$ cat config.mk
export PLATFORM = sky130hd
export DESIGN_NAME = sem_isqrt
export DESIGN_NICKNAME = d
export VERILOG_FILES = /design/src/hdl/sobel_edge_magnitude_assert.svh /design/src/hdl/sem_pkg.sv /design/src/hdl/sem_isqrt.sv
export SDC_FILE = /design/constraint.sdc
export NUM_CORES = 1
export LEC_CHECK = 0
export BUFFER_PORTS_ARGS = -buffer_cell sky130_fd_sc_hd__buf_2
export CAP_MARGIN = 20
export CORE_UTILIZATION = 53
export CTS_CLUSTER_DIAMETER = 40
export DETAILED_ROUTE_END_ITERATION = 7
export PLACE_DENSITY_LB_ADDON = 0.1
export SYNTH_ARGS = -nofsm -noshare
export SYNTH_HDL_FRONTEND = slang
export SYNTH_SLANG_ARGS = --single-unit
$ cat constraint.sdc
create_clock -name clk_i -period 6.6 [get_ports clk_i]
set_input_delay 0.66 -clock clk_i [delete_from_list [all_inputs] [get_ports clk_i]]
set_output_delay 0.66 -clock clk_i [all_outputs]
set_load 0.01 [all_outputs]
$ cat src/hdl/sobel_edge_magnitude_assert.svh
// Assertion macros for the edge magnitude block, empty in synthesis.
`ifndef SOBEL_EDGE_MAGNITUDE_ASSERT_SVH
`define SOBEL_EDGE_MAGNITUDE_ASSERT_SVH
`ifndef SYNTHESIS
// Same-cycle implication, clocked on clk_i, off during reset.
`define SEM_ASSERT_IMPL(lbl, ante, cons, msg) \
  lbl: assert property (@(posedge clk_i) disable iff (!rst_ni) (ante) |-> (cons)) \
    else $error(msg);
// Next-cycle implication, clocked on clk_i, off during reset.
`define SEM_ASSERT_NEXT(lbl, ante, cons, msg) \
  lbl: assert property (@(posedge clk_i) disable iff (!rst_ni) (ante) |=> (cons)) \
    else $error(msg);
`else
`define SEM_ASSERT_IMPL(lbl, ante, cons, msg)
`define SEM_ASSERT_NEXT(lbl, ante, cons, msg)
`endif
`endif

$ cat src/hdl/sem_pkg.sv
// Shared types and constants of the Sobel edge magnitude block.
`timescale 1ns / 1ps
package sem_pkg;

  localparam int CFG_IDX_W  = 1;
  localparam int CFG_DATA_W = 13;
  localparam int GRAY_W     = 8;
  localparam int GRAD_W     = 11;
  localparam int SQ_W       = 20;
  localparam int SUM_W      = 21;
  localparam int ROW_W      = 12;
  localparam int HCMP_W     = 13;
  localparam int OCOL_W     = 10;
  localparam int MIN_DIM    = 3;
  localparam int MAX_HEIGHT = 4096;
  localparam int SAT_LEVEL  = 255;
  localparam int SAT_SQ     = SAT_LEVEL * SAT_LEVEL;

  // Fixed-point gray weights, unsigned Q0.16, summing to 65536.
  localparam int W_RED   = 19595;
  localparam int W_GREEN = 38470;
  localparam int W_BLUE  = 7471;

  typedef enum logic [CFG_IDX_W-1:0] {
    CFG_WIDTH  = 1'b0,
    CFG_HEIGHT = 1'b1
  } cfg_idx_e;

  typedef struct packed {
    logic busy;
    logic valid;
  } sqrt_stat_t;

endpackage

$ cat src/hdl/sem_isqrt.sv
// Bit-per-cycle floor square root, saturated at the top gray level.
`timescale 1ns / 1ps
module sem_isqrt (
  input  logic                        clk_i,
  input  logic                        rst_ni,
  input  logic                        start_i,
  input  logic [sem_pkg::SUM_W-1:0]   radicand_i,
  output sem_pkg::sqrt_stat_t         stat_o,
  output logic [sem_pkg::GRAY_W-1:0]  root_o
);
  import sem_pkg::*;

  logic [2*GRAY_W-1:0] rad_q;
  logic [GRAY_W-1:0]   root_q;
  logic [GRAY_W-1:0]   bit_q;
  logic                busy_q;
  logic                valid_q;
  logic [GRAY_W-1:0]   trial;
  logic [2*GRAY_W-1:0] trial_sq;

  assign trial    = root_q | bit_q;
  assign trial_sq = (2*GRAY_W)'(trial) * (2*GRAY_W)'(trial);

  always_ff @(posedge clk_i or negedge rst_ni) begin
    if (!rst_ni) begin
      busy_q  <= 1'b0;
      valid_q <= 1'b0;
      root_q  <= '0;
      bit_q   <= '0;
      rad_q   <= '0;
    end else if (start_i) begin
      if (radicand_i >= SUM_W'(SAT_SQ)) begin
        // Saturate at once.
        root_q  <= GRAY_W'(SAT_LEVEL);
        busy_q  <= 1'b0;
        valid_q <= 1'b1;
      end else begin
        rad_q   <= radicand_i[2*GRAY_W-1:0];
        root_q  <= '0;
        bit_q   <= {1'b1, {(GRAY_W-1){1'b0}}};
        busy_q  <= 1'b1;
        valid_q <= 1'b0;
      end
    end else if (busy_q) begin
      if (trial_sq <= rad_q) begin
        root_q <= trial;
      end
      bit_q <= bit_q >> 1;
      if (bit_q[0]) begin
        busy_q  <= 1'b0;
        valid_q <= 1'b1;
      end
    end
  end

  assign stat_o.busy  = busy_q;
  assign stat_o.valid = valid_q;
  assign root_o       = root_q;

endmodule

Word-level counts from Yosys, hierarchy flattened

Cells that the tools add are included.

$mul: 1
Order comparisons: 2
Eq/ne operators: 1
Mux-type cells: 15
Bitwise operators: 2
Reduce and logical (&&, ||, !) cells: 7

Operators by type and width:

| kind                                                                                   | number |
|---|---|
| 8-bit 2-to-1 mux                                                                       | 7 |
| 21-bit by 16-bit greater-or-equal comparator with 1-bit output (second input constant) | 1 |
| 16-bit <= comparator                                                                   | 1 |
| 8-bit by 8-bit multiplier with 16-bit output                                           | 1 |
| 1-bit 2-to-1 mux                                                                       | 8 |
| 8-bit OR                                                                               | 1 |
| 2-bit AND reduction                                                                    | 4 |
| 2-bit nonzero test                                                                     | 3 |
| 2-bit != test (second input constant)                                                  | 1 |
| 1-bit NOT                                                                              | 1 |

Register bits after elaboration: 34
Bits of input ports: 24

Logic depth before layout (Yosys ltp)

Word-level depth: 6
Gate-level depth with buffers: 23
Gate-level depth less buffers: 22

Worst setup path before layout

Ideal clock, no wire load.

Path type: register to register
Start point: reg root_q[5] (netlist: root_o[5])
End point: reg root_q[3] (netlist: root_o[3])
Setup time: 0.123 ns
Arrival: 5.736 ns
Required time: 6.477 ns
Path slack: 0.742 ns
Cell stages (with the launch flop): 23
Buffers on the path: 0
Cells stage by stage: dfrtp_1 -> nor2_1 -> inv_1 -> o21ai_0 -> fa_1 -> inv_1 -> fa_1 -> fa_1 -> inv_1 -> fa_1 -> inv_1 -> ha_1 -> o21ai_0 -> a22o_1 -> a211oi_1 -> mux2i_1 -> nand2_1 -> ha_1 -> nand4_1 -> nor3_1 -> o21ai_0 -> a221o_1 -> o221a_2

Word-level cells in the longest chain between the ends: 5

RTL lines:

| item                                         | RTL line        | text |
|---|---|---|
| start, declared                              | sem_isqrt.sv:14 | `logic [GRAY_W-1:0] root_q;` |
| start signal, assigned                       | sem_isqrt.sv:34 | `root_q <= GRAY_W'(SAT_LEVEL);` |
| start signal, assigned                       | sem_isqrt.sv:46 | `root_q <= trial;` |
| 8-bit OR                                     | sem_isqrt.sv:21 | `assign trial = root_q \| bit_q;` |
| 8-bit by 8-bit multiplier with 16-bit output | sem_isqrt.sv:22 | `assign trial_sq = (2*GRAY_W)'(trial) * (2*GRAY_W)'(trial);` |
| 16-bit <= comparator                         | sem_isqrt.sv:45 | `if (trial_sq <= rad_q) begin` |
| 2-bit nonzero test (no source line)          | n/a             |  |
| 2-bit AND reduction (no source line)         | n/a             |  |

Every way passes these cells.
A chain may end at the register's enable or synchronous reset.

Worst setup path in the final report

Start point: reg bit_q[3]
End point: reg root_q[3] (netlist: root_o[3])

Word-level cells in the longest chain between the ends: 5

RTL lines:

| item                                         | RTL line        | text |
|---|---|---|
| start, declared                              | sem_isqrt.sv:15 | `logic [GRAY_W-1:0] bit_q;` |
| start signal, assigned                       | sem_isqrt.sv:40 | `bit_q <= {1'b1, {(GRAY_W-1){1'b0}}};` |
| start signal, assigned                       | sem_isqrt.sv:48 | `bit_q <= bit_q >> 1;` |
| 8-bit OR (*)                                 | sem_isqrt.sv:21 |  |
| 8-bit by 8-bit multiplier with 16-bit output | sem_isqrt.sv:22 |  |
| 16-bit <= comparator                         | sem_isqrt.sv:45 |  |
| 2-bit nonzero test (no source line)          | n/a             |  |
| 2-bit AND reduction (no source line)         | n/a             |  |

Mark *: on every way between the ends. The rest lies on a longest branch, timed or not. The select of a mux whose other input is x is not followed.

==> run summary <==
The flow ran to the end, and the final reports show no timing, DRC or antenna violations. In this run the worst setup path begins at bit_q[3]$_DFFE_PN0P_. For the final routed database, the setup TNS stands at 0 ns. The tightest min-delay check is of the primary input to async pin type. Of all cell types, the one taking the most synthesized area is sky130_fd_sc_hd__dfrtp_1. STA classifies the critical path startpoint as a flop. For this block, the via count after detailed routing is roughly 2,800. The floorplan has 29 rows. Setup repair after global routing left no endpoint under its margin. Cells with a size suffix above 1 make up 17.36% of the layout. For this run, the number of Yosys warnings is 0. The final-layout fill cell count is 584.

For this run, the leading register cell type out of synthesis is sky130_fd_sc_hd__dfrtp_1. The register-to-register setup slack is between 0.4 and 0.5 ns. The number of synthesized flops with an enable pin is 0. The sequential fraction of the synthesis area is 24.16%.

The type of the worst setup path is flop to flop. The maximum buffer depth of the clock tree is 2. The maximum clock frequency is between 150 and 200 MHz. Counting cells, the worst reg-to-reg path comes to 22.

The placed wire-length estimate after detailed placement came out at just over 6 mm. In the synthesized netlist, the number of instances is about 370. The total count of max-transition violations in the final report came out at 0.

The floorplan step defined a die boundary enclosing roughly 7000 um2. The largest fanout of any net on the critical path came out at 8. The synthesis-to-layout area growth is 9.666%. The cell area that synthesis handed to floorplanning was between 3000 and 4000 um2. Setup violations remaining at the end of the flow were counted as 0. The vertical die dimension came out at around 84 um.

The clock insertion delay at the later pin of the skew report came out at between 0.2 and 0.3 ns. STA puts the critical path data arrival time at between 6 and 7 ns. The final layout net count is between 500 and 600. The via count of the first global-routing pass is roughly 2,700. The capture point of the worst reg-to-reg path is root_o[3]$_DFFE_PN0P_. The detailed-routing iteration count for the pre-antenna-repair pass came out at 4. The data required time at the worst endpoint came out at between 6 and 7 ns. The netlist uses 46 different library cells. The routed wire length is 7.678 mm.

The number of antenna violations at the first check in global routing is 0. The shortest clock period the worst path allows after layout is 6.129 ns. Following the worst setup path forward leads to its endpoint at root_o[3]$_DFFE_PN0P_. The capturing element type of the critical path is a flop. The final setup skew came out at about 0.007 ns. The synthesized area per cell is roughly 9.4 um2. The relative slew slack is about half. Clock-pin slew was measured on the worst setup and hold paths at ~0.07 ns. The start of the worst register-to-register path is bit_q[3]$_DFFE_PN0P_.

In the routed design, unresolved DRC markers number 0. The clock tree synthesis step divided the H-tree into 2 levels. TritonCTS built the clock tree. The effective utilization at floorplan is between 50% and 60%.

In the post-synthesis netlist, the cell with the most instances is sky130_fd_sc_hd__inv_1. The final-report hold violation count is 0. The clock sink count came out at 34. The clock root buffer master is sky130_fd_sc_hd__clkbuf_8. The repair_antennas step left the layout with diodes totalling 0. The number of buffers created by CTS came out at 5. The total I/O pin count came out at 34. The number of buffers added to fix hold violations after cts came out at 0. At the pin with the least slew margin, the transition time is between 0.7 and 0.8 ns.

The area share of the largest cell type after synthesis is roughly a quarter. Yosys attributes the largest share of cell area to sky130_fd_sc_hd__dfrtp_1 24%, sky130_fd_sc_hd__ha_1 15%, sky130_fd_sc_hd__fa_1 14%, sky130_fd_sc_hd__inv_1 6.9%, sky130_fd_sc_hd__mux2_4 4.7%. Sorting the synthesized cells by how often they occur yields 65 x sky130_fd_sc_hd__inv_1, 43 x sky130_fd_sc_hd__ha_1, 40 x sky130_fd_sc_hd__nor2_1. The final critical-path share of the clock period came out at approximately 93%. The combined global-route utilization of all metal layers came out at between 20% and 30%. The tool flagged a number of max-cap violations equal to 0. The remaining global-route overflow came out at 0. The routability-driven placement congestion ratio came out at about 0.91.

The detail route stage leaves a number of antenna-violating nets equal to 0. The starting DRC count in detailed routing is between 70 and 80. For this run, asynchronously set or reset flops after synthesis account for 100.0%.

The standard cell core area came out at approximately 6400 um2. The number of synthesized register bits came out at 34. The largest net degree at the start of global routing is 35.

The average via count per standard cell came out at between 5 and 6. The number of buffers added on ports came out at 33. In this run the horizontal extent of the chip is 83.51 um. The number of setup buffers added after CTS is 0. The post-cts gate resize count came out at 0.

The wire length of the first global-routing pass came out at around 13 mm. Synthesis produced a netlist with a net count of 465. After detailed routing, the average wire length per cell comes to between 15 and 20 um.
-- layer usage --
metal,share of wire [%],GRT usage (%),vias to the layer above
met3,2.6,1.187,9
li1,-,-,1349
met4,1.6,6.934,0
met2,49,38.97,53
met5,0,0,-
met1,47,32.88,1339
-- kinds of logic after synthesis --
family	Yosys count	share of synthesized area, %
DFF	34	24.17
muxes	24	8.564
and+or+nand+nor	93	12.72
buffers and inverters	74	8.529
xor gates and xnor gates	11	2.737
adders and majority gates	68	29.50
AOI/OAI and AO/OA	69	13.79
-- worst min-delay path by stage --
stage / start / to / slack, ns / cells after the start
6_report: rst_ni / rad_q[4]$_DFFE_PN0P_ / 0.44 / 1
5_1_grt: rst_ni / rad_q[4]$_DFFE_PN0P_ / 0.52 / 1
4_1_cts: rst_ni / rad_q[1]$_DFFE_PN0P_ / 0.46 / 1
3_5_place_dp: rad_q[7]$_DFFE_PN0P_ / rad_q[7]$_DFFE_PN0P_ / 0.50 / 1
3_3_place_gp: rad_q[14]$_DFFE_PN0P_ / rad_q[14]$_DFFE_PN0P_ / 0.49 / 1
2_1_floorplan: rst_ni / bit_q[0]$_DFFE_PN0P_ / 0.36 / 0
-- metrics by stage --
step / hold slack [ns] / utilization [%] / area [um2] / cells / worst slack (ns)
CTS: 0.4633 / 60.17 / 3842 / 486 / 0.03202
finish: 0.4385 / 60.46 / 3861 / 486 / 0.4711
global placement: 0.4945 / 58.93 / 3764 / 479 / 0.2456
detailed placement: 0.4999 / 58.93 / 3764 / 479 / 0.06138
global route: 0.5223 / 60.46 / 3861 / 486 / 0.009092
floorplan: 0.3644 / - / 3521 / 373 / 0.7418
-- state kept, by name (all words and copies together) (netlist names) --
name	cells
root_o	8
valid_q	1
bit_q	8
rad_q	16
busy_q	1
-- placed cells by master, fill, tap and decap left out, drive strengths merged, types with 4 or more instances in the layout --
| cell | Yosys | routed |
|---|---|---|
| nor2b | 4 | 4 |
| or3 | 6 | 6 |
| clkbuf | 5 | 5 |
| a21oi | 17 | 17 |
| fa | 25 | 25 |
| buf | 4 | 38 |
| o211a | 7 | 7 |
| dfrtp | 34 | 34 |
| xnor2 | 9 | 9 |
| o22ai | 4 | 4 |
| nor3 | 10 | 10 |
| mux2 | 16 | 16 |
| mux2i | 8 | 8 |
| nor4 | 6 | 6 |
| nand3 | 5 | 5 |
| ha | 43 | 43 |
| nor2 | 40 | 40 |
| o21ai | 16 | 16 |
| o2bb2ai | 7 | 7 |
| inv | 65 | 65 |
| nand2 | 12 | 12 |
-- worst max-delay path, stage by stage (launching register included) --
cell,delay [ns]
sky130_fd_sc_hd__dfrtp_1,0.46
sky130_fd_sc_hd__nor2_4,0.09
sky130_fd_sc_hd__inv_1,0.19
sky130_fd_sc_hd__o21ai_0,0.16
sky130_fd_sc_hd__fa_1,0.52
sky130_fd_sc_hd__inv_1,0.08
sky130_fd_sc_hd__fa_1,0.50
sky130_fd_sc_hd__fa_1,0.54
sky130_fd_sc_hd__inv_1,0.05
sky130_fd_sc_hd__fa_1,0.52
sky130_fd_sc_hd__inv_1,0.04
sky130_fd_sc_hd__ha_1,0.31
sky130_fd_sc_hd__o21ai_0,0.15
sky130_fd_sc_hd__a22o_1,0.29
sky130_fd_sc_hd__a211oi_2,0.27
sky130_fd_sc_hd__mux2i_1,0.23
sky130_fd_sc_hd__nand2_1,0.08
sky130_fd_sc_hd__ha_1,0.30
sky130_fd_sc_hd__nand4_1,0.15
sky130_fd_sc_hd__nor3_2,0.24
sky130_fd_sc_hd__o21ai_0,0.12
sky130_fd_sc_hd__a221o_2,0.45
sky130_fd_sc_hd__o221a_2,0.27
-- area by class of cell --
cell class | instances | area [um2] | area share (%)
multi-input cells | 265 | 2389 | 61.86
flip-flops and latches | 34 | 850.8 | 22.04
repair buffers | 38 | 202.7 | 5.250
clock buffers | 5 | 68.82 | 1.782
clock inverters | 2 | 10.01 | 0.2592
well taps | 77 | 96.34 | 2.495
inverters | 65 | 244.0 | 6.319
Power is not shown: default switching activity piles up to over one toggle a cycle in this logic, so the estimate is an artifact.
